`src/sv/elcsr_pkg.sv`:
```
// ----------------------------------------------------------------------------
// elcsr_pkg
// Shared types and constants of the edge list to CSR adjacency converter.
// ----------------------------------------------------------------------------
`default_nettype none

package elcsr_pkg;

	localparam int unsigned MaxVertices = 16;
	localparam int unsigned MaxEdges    = 48;
	localparam int unsigned VtxW        = $clog2(MaxVertices);
	localparam int unsigned CntW        = $clog2(MaxEdges + 1);
	localparam int unsigned PairW       = 2 * VtxW;
	localparam int unsigned PairDepth   = MaxVertices * MaxVertices;
	localparam int unsigned RemW        = $clog2(MaxVertices + MaxEdges + 1);

	localparam logic KindHeader   = 1'b0;
	localparam logic KindNeighbor = 1'b1;

	typedef struct packed {
		logic [31:0] source;
		logic [31:0] target;
		logic        last;
	} edge_t;

	typedef struct packed {
		logic            kind;
		logic [3:0]      vertex;
		logic [5:0]      degree;
		logic [3:0]      neighbor;
		logic            overflow;
		logic            last_item;
	} item_t;

	typedef enum logic [2:0] {
		ST_CLR,
		ST_LOAD,
		ST_WAIT,
		ST_HDR,
		ST_RD,
		ST_LAT,
		ST_EM
	} state_t;

endpackage

`default_nettype wire

```
`src/sv/elcsr_if.sv`:
```
// ----------------------------------------------------------------------------
// elcsr channel interfaces
// Valid/ready channels for edge words and result words.
// ----------------------------------------------------------------------------
`default_nettype none

interface elcsr_edge_if;
	logic                 valid;
	logic                 ready;
	elcsr_pkg::edge_t     data;
	modport source (output valid, output data, input ready);
	modport sink (input valid, input data, output ready);
endinterface

interface elcsr_item_if;
	logic                 valid;
	logic                 ready;
	elcsr_pkg::item_t     data;
	modport source (output valid, output data, input ready);
	modport sink (input valid, input data, output ready);
endinterface

`default_nettype wire

```
`src/sv/elcsr_ram.sv`:
```
// ----------------------------------------------------------------------------
// elcsr_ram
// Generic simple dual port RAM, one write and one registered read port.
// ----------------------------------------------------------------------------
`default_nettype none

module elcsr_ram #(
	parameter int unsigned Width = 8,
	parameter int unsigned Depth = 256
) (
	input  wire logic                     clk,
	input  wire logic                     we,
	input  wire logic [$clog2(Depth)-1:0] waddr,
	input  wire logic [Width-1:0]         wdata,
	input  wire logic                     re,
	input  wire logic [$clog2(Depth)-1:0] raddr,
	output logic      [Width-1:0]         rdata
);

	logic [Width-1:0] mem [Depth];

	always_ff @(posedge clk) begin
		if (we) begin
			mem[waddr] <= wdata;
		end
		if (re) begin
			rdata <= mem[raddr];
		end
	end

endmodule

`default_nettype wire

```
`src/sv/edge_list_to_csr_adjacency.sv`:
```
// ----------------------------------------------------------------------------
// edge_list_to_csr_adjacency
// Collects directed edges and emits a row-sorted CSR adjacency listing.
// ----------------------------------------------------------------------------
// Edges arrive one word per cycle on the edges channel. Self-loops are
// dropped; out-of-range ids or a full edge budget drop the edge and set a
// sticky overflow bit. Each kept edge increments a per-(source, target)
// multiplicity count held in a 256 x 6 RAM with a registered read, through a
// read-modify-write pipe with forwarding; a new edge need not wait for a write.
// The word marked last closes the run: edges stops accepting, and the block
// walks rows 0..max id, giving a header word (vertex, degree) and then the
// neighbors of that row in ascending order, each target repeated by its
// multiplicity. A row with edges gives a header word, then walks its 16 target
// slots in order, reading then latching each, with one neighbor word per unit
// of count; an empty row gives only its header. The walk ends at the final
// word. Counts are zeroed as they are read, and degrees, max id and overflow
// are cleared after the final word.
// After reset a clearing pass over all 256 pairs zeroes the count RAM while edges
// is held not ready. A stalled items channel holds its word in the output
// register and the row walk waits; a new edge can be taken while the final
// word of the previous run is still waiting.
// ----------------------------------------------------------------------------
`default_nettype none

module edge_list_to_csr_adjacency (
	input  wire logic   clk,
	input  wire logic   arst_n,
	elcsr_edge_if.sink  edges,
	elcsr_item_if.source items
);

	localparam int unsigned VW = elcsr_pkg::VtxW;
	localparam int unsigned CW = elcsr_pkg::CntW;
	localparam int unsigned AW = elcsr_pkg::PairW;
	localparam int unsigned RW = elcsr_pkg::RemW;

	elcsr_pkg::state_t state_q, state_n;

	logic [VW-1:0] v_q, t_q;
	logic [CW-1:0] cnt_q;
	logic [RW-1:0] rem_q;
	logic [AW-1:0] clr_q;
	logic [CW-1:0] deg_q [elcsr_pkg::MaxVertices];
	logic [VW-1:0] max_q;
	logic [CW-1:0] ecnt_q;
	logic          ovf_q;

	logic          v_s1;
	logic [AW-1:0] addr_s1;
	logic          lw_v_q;
	logic [AW-1:0] lw_addr_q;
	logic [CW-1:0] lw_data_q;

	logic              out_v_q;
	elcsr_pkg::item_t  out_q, out_n;

	logic          acc, self_loop, oor, full, keep, drop;
	logic [VW-1:0] src, tgt;
	logic          ofree, out_ld, t_adv, row_done, finish;
	logic          fsm_we, ram_we, ram_re;
	logic [AW-1:0] fsm_waddr, ram_waddr, ram_raddr;
	logic [CW-1:0] ram_wdata, ram_rdata, base;

	assign src       = edges.data.source[VW-1:0];
	assign tgt       = edges.data.target[VW-1:0];
	assign edges.ready = (state_q == elcsr_pkg::ST_LOAD);
	assign acc       = edges.valid && edges.ready;
	assign self_loop = (edges.data.source == edges.data.target);
	assign oor       = (|edges.data.source[31:VW]) || (|edges.data.target[31:VW]);
	assign full      = (ecnt_q == CW'(elcsr_pkg::MaxEdges));
	assign keep      = acc && !self_loop && !oor && !full;
	assign drop      = acc && !self_loop && (oor || full);

	assign ofree = !out_v_q || items.ready;

	// previous write may still be in flight for the same pair
	assign base = (lw_v_q && (lw_addr_q == addr_s1)) ? lw_data_q : ram_rdata;

	assign ram_we    = v_s1 || fsm_we;
	assign ram_waddr = v_s1 ? addr_s1 : fsm_waddr;
	assign ram_wdata = v_s1 ? CW'(base + CW'(1)) : '0;

	elcsr_ram #(
		.Width(CW),
		.Depth(elcsr_pkg::PairDepth)
	) u_cnt_ram (
		.clk  (clk),
		.we   (ram_we),
		.waddr(ram_waddr),
		.wdata(ram_wdata),
		.re   (ram_re),
		.raddr(ram_raddr),
		.rdata(ram_rdata)
	);

	always_comb begin
		state_n   = state_q;
		fsm_we    = 1'b0;
		fsm_waddr = {v_q, t_q};
		ram_re    = keep;
		ram_raddr = {src, tgt};
		out_ld    = 1'b0;
		out_n     = out_q;
		t_adv     = 1'b0;
		row_done  = 1'b0;
		finish    = 1'b0;
		case (state_q)
			elcsr_pkg::ST_CLR: begin
				fsm_we    = 1'b1;
				fsm_waddr = clr_q;
				if (&clr_q) begin
					state_n = elcsr_pkg::ST_LOAD;
				end
			end
			elcsr_pkg::ST_LOAD: begin
				if (acc && edges.data.last) begin
					state_n = elcsr_pkg::ST_WAIT;
				end
			end
			elcsr_pkg::ST_WAIT: begin
				state_n = elcsr_pkg::ST_HDR;
			end
			elcsr_pkg::ST_HDR: begin
				if (ofree) begin
					out_ld          = 1'b1;
					out_n.kind      = elcsr_pkg::KindHeader;
					out_n.vertex    = v_q;
					out_n.degree    = deg_q[v_q];
					out_n.neighbor  = '0;
					out_n.overflow  = ovf_q;
					out_n.last_item = (rem_q == RW'(1));
					if (deg_q[v_q] == '0) begin
						row_done = 1'b1;
					end else begin
						state_n = elcsr_pkg::ST_RD;
					end
				end
			end
			elcsr_pkg::ST_RD: begin
				ram_re    = 1'b1;
				ram_raddr = {v_q, t_q};
				state_n   = elcsr_pkg::ST_LAT;
			end
			elcsr_pkg::ST_LAT: begin
				// zero the count as it is consumed
				fsm_we = 1'b1;
				if (ram_rdata == '0) begin
					t_adv = 1'b1;
				end else begin
					state_n = elcsr_pkg::ST_EM;
				end
			end
			elcsr_pkg::ST_EM: begin
				if (ofree) begin
					out_ld          = 1'b1;
					out_n.kind      = elcsr_pkg::KindNeighbor;
					out_n.vertex    = v_q;
					out_n.degree    = '0;
					out_n.neighbor  = t_q;
					out_n.overflow  = ovf_q;
					out_n.last_item = (rem_q == RW'(1));
					if (cnt_q == CW'(1)) begin
						// final word of the run closes the walk
						if (rem_q == RW'(1)) begin
							row_done = 1'b1;
						end else begin
							t_adv = 1'b1;
						end
					end
				end
			end
			default: begin
				state_n = elcsr_pkg::ST_LOAD;
			end
		endcase
		if (t_adv) begin
			if (&t_q) begin
				row_done = 1'b1;
			end else begin
				state_n = elcsr_pkg::ST_RD;
			end
		end
		if (row_done) begin
			if (v_q == max_q) begin
				state_n = elcsr_pkg::ST_LOAD;
				finish  = 1'b1;
			end else begin
				state_n = elcsr_pkg::ST_HDR;
			end
		end
	end

	always_ff @(posedge clk or negedge arst_n) begin
		if (!arst_n) begin
			state_q <= elcsr_pkg::ST_CLR;
		end else begin
			state_q <= state_n;
		end
	end

	always_ff @(posedge clk or negedge arst_n) begin
		if (!arst_n) begin
			clr_q   <= '0;
			v_q     <= '0;
			t_q     <= '0;
			cnt_q   <= '0;
			rem_q   <= '0;
			max_q   <= '0;
			ecnt_q  <= '0;
			ovf_q   <= 1'b0;
			v_s1    <= 1'b0;
			lw_v_q  <= 1'b0;
			out_v_q <= 1'b0;
			for (int i = 0; i < elcsr_pkg::MaxVertices; i++) begin
				deg_q[i] <= '0;
			end
		end else begin
			if (state_q == elcsr_pkg::ST_CLR) begin
				clr_q <= AW'(clr_q + AW'(1));
			end
			v_s1   <= keep;
			lw_v_q <= v_s1;
			if (keep) begin
				deg_q[src] <= CW'(deg_q[src] + CW'(1));
				ecnt_q     <= CW'(ecnt_q + CW'(1));
				if (src > max_q && src >= tgt) begin
					max_q <= src;
				end else if (tgt > max_q) begin
					max_q <= tgt;
				end
			end
			if (drop) begin
				ovf_q <= 1'b1;
			end
			if (state_q == elcsr_pkg::ST_WAIT) begin
				rem_q <= RW'({1'b0, max_q} + RW'(1) + RW'(ecnt_q));
				v_q   <= '0;
				t_q   <= '0;
			end
			if (state_q == elcsr_pkg::ST_LAT) begin
				cnt_q <= ram_rdata;
			end else if (out_ld && state_q == elcsr_pkg::ST_EM) begin
				cnt_q <= CW'(cnt_q - CW'(1));
			end
			if (row_done) begin
				t_q <= '0;
				if (finish) begin
					v_q <= '0;
				end else begin
					v_q <= VW'(v_q + VW'(1));
				end
			end else if (t_adv) begin
				t_q <= VW'(t_q + VW'(1));
			end
			if (out_ld) begin
				rem_q   <= RW'(rem_q - RW'(1));
				out_v_q <= 1'b1;
			end else if (items.ready) begin
				out_v_q <= 1'b0;
			end
			if (finish) begin
				max_q  <= '0;
				ecnt_q <= '0;
				ovf_q  <= 1'b0;
				for (int i = 0; i < elcsr_pkg::MaxVertices; i++) begin
					deg_q[i] <= '0;
				end
			end
		end
	end

	always_ff @(posedge clk) begin
		addr_s1   <= {src, tgt};
		lw_addr_q <= addr_s1;
		lw_data_q <= ram_wdata;
		if (out_ld) begin
			out_q <= out_n;
		end
	end

	assign items.valid = out_v_q;
	assign items.data  = out_q;

	// edges are only taken while loading
	a_acc_load: assert property (@(posedge clk) disable iff (!arst_n)
		acc |-> state_q == elcsr_pkg::ST_LOAD)
		else $error("edge accepted outside load phase");

	// count pipe never writes during the row walk
	a_pipe_phase: assert property (@(posedge clk) disable iff (!arst_n)
		v_s1 |-> (state_q == elcsr_pkg::ST_LOAD || state_q == elcsr_pkg::ST_WAIT))
		else $error("count write overlaps row walk");

	// never emit more words than the run holds
	a_rem: assert property (@(posedge clk) disable iff (!arst_n)
		out_ld |-> rem_q != '0)
		else $error("result word beyond run length");

	// the final word of a run ends the walk
	a_last_end: assert property (@(posedge clk) disable iff (!arst_n)
		(out_ld && rem_q == RW'(1)) |=> state_q == elcsr_pkg::ST_LOAD)
		else $error("walk continues after final word");

endmodule

`default_nettype wire
```
`src/flat_wrapper.sv`:
```
// flat-port wrapper written by rule: the top's interface ports become plain ports
module edge_list_to_csr_adjacency_flat 
  (clk, arst_n, edges_valid, edges_data, edges_ready, items_valid, items_data, items_ready);
  elcsr_edge_if edges_i ();
  elcsr_item_if items_i ();
  input  wire logic clk;
  input  wire logic arst_n;
  input wire logic [$bits(edges_i.valid)-1:0] edges_valid;
  input wire logic [$bits(edges_i.data)-1:0] edges_data;
  output wire logic [$bits(edges_i.ready)-1:0] edges_ready;
  output wire logic [$bits(items_i.valid)-1:0] items_valid;
  output wire logic [$bits(items_i.data)-1:0] items_data;
  input wire logic [$bits(items_i.ready)-1:0] items_ready;
  assign edges_i.valid = edges_valid;
  assign edges_i.data = edges_data;
  assign edges_ready = edges_i.ready;
  assign items_valid = items_i.valid;
  assign items_data = items_i.data;
  assign items_i.ready = items_ready;
  edge_list_to_csr_adjacency u_core (.clk(clk), .arst_n(arst_n), .edges(edges_i), .items(items_i));
endmodule
```
`config.mk`:
```
export PLATFORM = sky130hd
export DESIGN_NAME = edge_list_to_csr_adjacency_flat
export DESIGN_NICKNAME = d
export VERILOG_FILES = /design/src/sv/elcsr_pkg.sv /design/src/sv/elcsr_if.sv /design/src/sv/elcsr_ram.sv /design/src/sv/edge_list_to_csr_adjacency.sv /design/src/flat_wrapper.sv
export SDC_FILE = /design/constraint.sdc
export NUM_CORES = 2
export LEC_CHECK = 0
export BUFFER_PORTS_ARGS = -buffer_cell sky130_fd_sc_hd__buf_2
export CAP_MARGIN = 25
export CORE_MARGIN = 2
export CORE_UTILIZATION = 40
export DETAILED_ROUTE_END_ITERATION = 6
export PLACE_DENSITY = 0.53
export SKIP_CTS_REPAIR_TIMING = 1
export SYNTH_ARGS = -nofsm -noshare
export SYNTH_HDL_FRONTEND = slang
export SYNTH_SLANG_ARGS = --single-unit
```
`constraint.sdc`:
```
create_clock -name clk -period 16.3 [get_ports clk]
set_clock_uncertainty 0.2 [all_clocks]
set_input_delay 4.075 -clock clk [delete_from_list [all_inputs] [get_ports clk]]
set_output_delay 4.075 -clock clk [all_outputs]
set_load 0.02 [all_outputs]
```
# --- After elaboration in Yosys (flattened, before gate mapping) ---
# Memory sizes are Yosys's and may differ from the RTL's. A register that Yosys moved wholly into a read port is not among the register bits.
# Index checks and enable logic that the tools add are counted.
word_totals:
  memories: 1
  input_bits: 69
  register_bits: 181
  ram_bits: 1536
  out_inout_bits: 19
  word_cells: 177
op_classes:
  add_sub_neg: 10
  bitwise: 2
  n_reduce_logical: 38
  magnitude_cmp: 6
  eq_ne: 14
  muxes: 69
mem_list:
  columns: ["name", "depth", "word_bits", "read_ports", "rd_clocked_by_memory_dff", "wr", "line_no", "rtl"]
  rows:
  - ["u_core.u_cnt_ram.mem", 256, 6, 1, 1, 1, "elcsr_ram.sv:20", "logic [Width-1:0] mem [Depth];"]
op_table:
  columns: ["cell", "count"]
  rows:
  - ["two-way mux 96 bit", 2]
  - ["bitwise mux 96 bit", 1]
  - ["two-way mux 6 bit", 11]
  - ["OR reduction 28 bit", 2]
  - ["binary-select mux 6 bit (select 4 bit)", 2]
  - ["two-way mux 4 bit", 9]
  - ["two-way mux 17 bit", 2]
  - ["case mux 17 bit (2 select lines)", 1]
  - ["== test 32 bit", 1]
  - ["demux 6 bit (select 4 bit)", 1]
  - ["two-way mux 3 bit", 8]
  - ["two-way mux 8 bit", 3]
  - ["two-way mux 1 bit", 23]
  - ["case mux 3 bit (7 select lines)", 1]
  - ["adder 6 x 1 -> 6 bit, second input constant", 3]
  - ["two-way mux 7 bit", 2]
  - ["nonzero test 2 bit", 7]
  - ["logical NOT 6 bit", 2]
  - ["greater-or-equal comparator 5 bit, second input constant", 2]
  - ["logical AND 1 bit", 10]
  - ["NOT 4 -> 5 bit", 2]
  - ["== test 3 bit, second input constant", 3]
  - ["adder 4 x 1 -> 4 bit, second input constant", 2]
  - ["adder 8 x 1 -> 8 bit, second input constant", 1]
  - ["25 further kinds", 38]

# --- Longest topological paths before layout ---
logic_depth:
  depth_word: 13
  depth_mapped: 14
  mapped_depth_nobuf: 10

# --- Cells and area by module ---
# Synthesis repeated with hierarchy kept, for this count alone.
hier_totals:
  cells_unflattened: 3966
  hier_area_um2: 70849.2
by_module_without_submodules:
  columns: ["mod", "instances", "area_each_um2", "cells_each", "seq_area_each_um2"]
  rows:
  - ["elcsr_ram", 1, 60133.9, 2964, 46304.4]
  - ["edge_list_to_csr_adjacency", 1, 10715.3, 1002, 4504.3]

# --- Worst setup path before layout ---
# No wires, ideal clock.
synth_timing:
  path_kind: "input to register"
  startpoint: "input edges_data[33]"
  endpoint: "register u_core.deg_q[77] (netlist bit)"
  stages: 12
  required_time_ns: 15.979
  n_path_buf: 4
  arrival_time_ns: 6.888
  setup_ns: 0.121
  path_slack_ns: 9.091
  path_cell_list: "buf_2 -> buf_2 -> buf_2 -> inv_1 -> ha_1 -> and3_1 -> a31oi_1 -> nand2_1 -> buf_2 -> nor4_2 -> mux2i_1 -> nor2_1"
synth_via:
  elab_chain_len: 8
  elab_cells_between_ends: 19
  cone_classes: "add/sub (1); order compare (2); eq/ne (1); mux (8); bitwise (1); reduce/logical (6)"
synth_rtl:
  columns: ["element", "line_no", "rtl"]
  rows:
  - ["start: declaration", "flat_wrapper.sv:9", "input wire logic [$bits(edges_i.data)-1:0] edges_data;"]
  - ["NOT 4 -> 5 bit (implied by the code)", "edge_list_to_csr_adjacency.sv:224", "deg_q[src] <= CW'(deg_q[src] + CW'(1));"]
  - ["binary-select mux 6 bit (select 4 bit), or another cell as far along", "edge_list_to_csr_adjacency.sv:224", null]
  - ["two-way mux 6 bit (implied by the code) or logical AND 1 bit (tied branches)", "edge_list_to_csr_adjacency.sv:224", null]
  - ["two-way mux 6 bit (implied by the code)", "edge_list_to_csr_adjacency.sv:224", null]
  - ["adder 6 x 1 -> 6 bit or demux 6 bit (select 4 bit) (tied branches)", "edge_list_to_csr_adjacency.sv:224", null]
  - ["bitwise mux 96 bit", "edge_list_to_csr_adjacency.sv:224", null]
  - ["two-way mux 96 bit", "edge_list_to_csr_adjacency.sv:223", "if (keep) begin"]
  - ["two-way mux 96 bit", "edge_list_to_csr_adjacency.sv:261", "if (finish) begin"]
  - ["end signal: indexed assignment", "edge_list_to_csr_adjacency.sv:224", null]
  - ["end: declaration", "edge_list_to_csr_adjacency.sv:43", "logic [CW-1:0] deg_q [elcsr_pkg::MaxVertices];"]
# Parallel ways exist; a longest one is shown, timed or not. The select of a mux whose other input is x is not followed.
# A chain may end at the register's enable or synchronous reset.

# --- Final worst setup path ---
layout_timing:
  startpoint: "input edges_data[2]"
  endpoint: "register u_core.u_cnt_ram.rdata[4] (read register of u_core.u_cnt_ram.mem), data pin"
layout_via:
  elab_chain_len: 6
  elab_cells_between_ends: 7
  cone_classes: "eq/ne (1); mux (2); reduce/logical (4)"
layout_rtl:
  columns: ["element", "line_no", "rtl"]
  rows:
  - ["== test 32 bit", "edge_list_to_csr_adjacency.sv:68", "assign self_loop = (edges.data.source == edges.data.target);"]
  - ["logical NOT 1 bit", "edge_list_to_csr_adjacency.sv:71", "assign keep = acc && !self_loop && !oor && !full;"]
  - ["logical AND 1 bit (3 in a row)", "edge_list_to_csr_adjacency.sv:71", null]
  - ["two-way mux 1 bit", "edge_list_to_csr_adjacency.sv:107", "case (state_q)"]
  - ["end: declaration", "elcsr_ram.sv:17", "output logic [Width-1:0] rdata"]
# Parallel ways exist; a longest one is shown, timed or not.

==> results.py <==
metrics = {
    "status": {
        "status": "finished clean",
    },
    "routing": {
        "antenna_left": 0,
        "drc": 0,
        "vias_per_cell": 5.80,
        "drt_iter0_drc": 5141,
        "drt_wl_total_um": 213000,
        "vias": 44700,
        "firstDrtPassIters": 6,
        "avgRoutedWirePerCell_um": 27.6,
    },
    "grt": {
        "grt_max_degree": 205,
        "grt_pass1_wl_um": 307000,
        "overflow": 0,
        "grt_antenna_before_repair": 10,
        "grt_pass1_vias": 42900,
        "grt_use_total_pct": 23.1,
    },
    "synthesis": {
        "synth_edf_count": 1559,
        "yosysWarnings": 0,
        "yosysSeqAreaShare_pct": 70.9,
        "synth_seq_cells": 1723,
        "syn_inst": 5186,
        "synth.cell_area_um2": 71600,
        "avgSynthCellArea_um2": 13.8,
        "synthesis.nets": 5285,
        "synth_cell_types": 68,
        "ys_async_sr_fraction_pct": 8.24,
        "ys.flop_type": "edfxtp_1",
    },
    "job": {
        "maxCapViolations": 0,
    },
    "place": {
        "io_buffers": 87,
        "dp_hpwl_um": 128000,
        "pre_cts_slack_ns": 6.63,
        "place_congestion": 0.858,
    },
    "critical_path": {
        "end_kind": "register",
        "crit_chain": "buf_2, a21o_4, buf_4, buf_4, mux4_2, a2111oi_0, nor2_1, o41ai_1, nand4_1",
        "arrival_ns": 9.30,
        "cpPeakStageDelay_ns": 0.94,
        "crit_slowest_cell": "a2111oi_0",
        "crit_start": "edges_data[2]",
        "worst_setup_path_start_kind": "input pin",
        "cp.required_ns": 16.64,
        "critPathKind": "input pin to register",
        "r2r-start": "u_core.state_q[2]$_DFF_PN0_",
        "cpMostUsedCell": "buf_4",
        "cp_max_fo": 59,
    },
    "die": {
        "coreArea_um2": 178000,
        "chipWidth_um": 427,
        "die_h_um": 427,
        "rows": 155,
        "die_area_um2": 182000,
        "io_pins": 88,
        "initial_core_util_pct": 40.2,
    },
    "sta": {
        "worst_pin_slew_ns": 1.18,
        "min_period_ns": 8.95,
        "hold_viol": 0,
        "fin_crit_sh_pct": 54.9,
        "rsz0062_at_grt": "no",
        "fin_ws_ns": 7.35,
        "slew_violations": 0,
        "setup_viol": 0,
        "timing.setup.tns_ns": 0,
        "fmax_ghz": 0.112,
        "slew_headroom_pct": 21.6,
    },
    "clock_network": {
        "cts_buffers": 177,
        "cts_sinks": 1723,
        "clk_latency_ns": 0.83,
        "cts_max_level": 4,
        "ctsLongestPathBuffers": 3,
        "cts_tree": "done",
        "path_clk_slew_ns": 0.06,
        "root_buffer": "clkbuf_16",
    },
    "finish": {
        "fin_nets": 5303,
        "drive_above_1_share_pct": 11.5,
        "synthToLayoutAreaGrowth_pct": 12.2,
    },
    "pwr": {
        "leakagePower_nw": 27.7,
        "p_per_area_nw_per_um2": 125,
        "peakVddDrop_v": 0.000103,
    },
    "worst_hold_path": {
        "hp-start": "u_core.addr_s1[1]$_DFF_P_",
        "hp-class": "register to register",
    },
}
-- registers in the layout, summed over array words and instances, names as in the netlist --
| register | flops |
|---|---|
| u_core.clr_q | 8 |
| u_core.t_q | 4 |
| u_core.deg_q | 96 |
| u_core.lw_v_q | 1 |
| u_core.u_cnt_ram.rdata | 6 |
| u_core.lw_data_q | 6 |
| u_core.lw_addr_q | 8 |
| u_core.items.data | 17 |
| u_core.addr_s1 | 8 |
| u_core.max_q | 4 |
| u_core.u_cnt_ram.mem | 1536 |
| u_core.ovf_q | 1 |
| u_core.ecnt_q | 6 |
| u_core.state_q | 3 |
| u_core.rem_q | 7 |
| u_core.v_q | 4 |
| u_core.cnt_q | 6 |
| u_core.v_s1 | 1 |
| u_core.items.valid | 1 |
-- cell families after synthesis --
family,synth area share (%)
simple gates,10.7
fa+ha+maj,0.534
mux,7.33
xor+xnor,0.795
compound gates,7.54
flops,70.9
buf+inv,2.16
-- stage by stage --
stage               instance area [um2]  cells  hold WS (ns)  power [W]  util, %
floorplan                         71600   5186         0.163    0.00570        -
global placement                  74600   7368         0.171    0.00614     41.9
CTS                               80300   7693         0.141     0.0101     45.0
finish                            80400   7700         0.144     0.0100     45.1
global route                      80400   7697         0.161     0.0103     45.1
detailed placement                74700   7376         0.173    0.00615     41.9
-- placed cells by master, fill, tap and decap left out, types with 19 or more instances in the layout --
| cell | count |
|---|---|
| edfxtp_1 | 1559 |
| nand2_1 | 905 |
| nor2_1 | 415 |
| a21oi_1 | 334 |
| mux2i_1 | 263 |
| nand3_1 | 214 |
| clkbuf_16 | 177 |
| dfrtp_1 | 140 |
| mux4_2 | 110 |
| a221oi_1 | 101 |
| buf_2 | 89 |
| buf_4 | 75 |
| a31oi_1 | 66 |
| nand4_1 | 62 |
| o21ai_0 | 58 |
| xnor2_1 | 54 |
| a22oi_1 | 49 |
| clkbuf_1 | 39 |
| a211oi_1 | 38 |
| clkinv_1 | 36 |
| nor4_1 | 30 |
| o2111ai_1 | 29 |
| ha_1 | 29 |
| a311oi_1 | 27 |
| clkinv_2 | 26 |
| inv_1 | 25 |
| o22ai_1 | 24 |
| dfxtp_1 | 22 |
| a32oi_1 | 20 |
| nor2b_1 | 19 |
-- final timing paths --
path,endpoint,slack (ns),cells past startpoint
setup / recovery,u_core.u_cnt_ram.rdata[4]$_DFFE_PP_,7.35,9
hold / removal,u_core.lw_addr_q[1]$_DFF_P_,0.14,0
setup reg to reg,u_core.u_cnt_ram.rdata[4]$_DFFE_PP_,9.54,10
hold reg to reg,u_core.lw_addr_q[1]$_DFF_P_,0.14,0
max in group asynchronous,u_core.v_q[1]$_DFFE_PN0P_,11.34,2
min in group asynchronous,u_core.deg_q[94]$_DFFE_PN0P_,3.09,1
-- critical path: cells and delay by family --
kind            cells  cell delay (ns)
compound gates      3             2.08
buf+inv             3             1.97
mux                 1             0.60
simple gates        2             0.33
-- cell type report --
type | instances | area [um2]
inverter | 25 | 93.8
timing repair buffer | 181 | 1340
fill | 15700 | 97900
clock inverter | 99 | 953
clock buffer | 218 | 4600
tap | 2355 | 2950
antenna | 3 | 7.51
multi-input combinational | 3096 | 19600
sequential | 1723 | 50800
-- Yosys cell counts (all sizes together) (14+ instances only) --
| master | n | area share, % |
|---|---|---|
| a2111oi | 18 | 0.22 |
| a211oi | 38 | 0.40 |
| a21oi | 338 | 2.4 |
| a221oi | 101 | 1.2 |
| a22oi | 49 | 0.51 |
| a311oi | 27 | 0.33 |
| a31oi | 66 | 0.58 |
| a32oi | 20 | 0.24 |
| and2 | 17 | 0.15 |
| buf | 137 | 0.95 |
| clkbuf | 205 | 1.1 |
| dfrtp | 142 | 5.0 |
| dfxtp | 22 | 0.61 |
| edfxtp | 1559 | 65 |
| ha | 29 | 0.51 |
| inv | 25 | 0.13 |
| mux2i | 267 | 3.7 |
| mux4 | 110 | 3.5 |
| nand2 | 922 | 4.8 |
| nand2b | 16 | 0.14 |
| nand3 | 214 | 1.5 |
| nand4 | 62 | 0.54 |
| nor2 | 417 | 2.2 |
| nor2b | 19 | 0.17 |
| nor3 | 27 | 0.25 |
| nor4 | 39 | 0.39 |
| o2111ai | 29 | 0.35 |
| o21a | 14 | 0.15 |
| o21ai | 59 | 0.41 |
| o22ai | 24 | 0.21 |
| o31ai | 14 | 0.15 |
| xnor2 | 54 | 0.66 |
-- per-layer routing --
layer	vias to the layer above	wire, um	part of all wire, %	GRT usage (%)
li1	19700	-	-	-
met1	22900	93600	44	33.4
met2	1782	97300	46	35.6
met3	317	16500	7.7	4.29
met4	2	5410	2.5	6.23
met5	-	13	0.0061	0
-- power by group --
group / switching [W] / internal (W)
Clock: 0.00175 / 0.00221
Sequential: 0.0000455 / 0.00482
Combinational: 0.000874 / 0.000327
(Power assumes the default switching activity.)
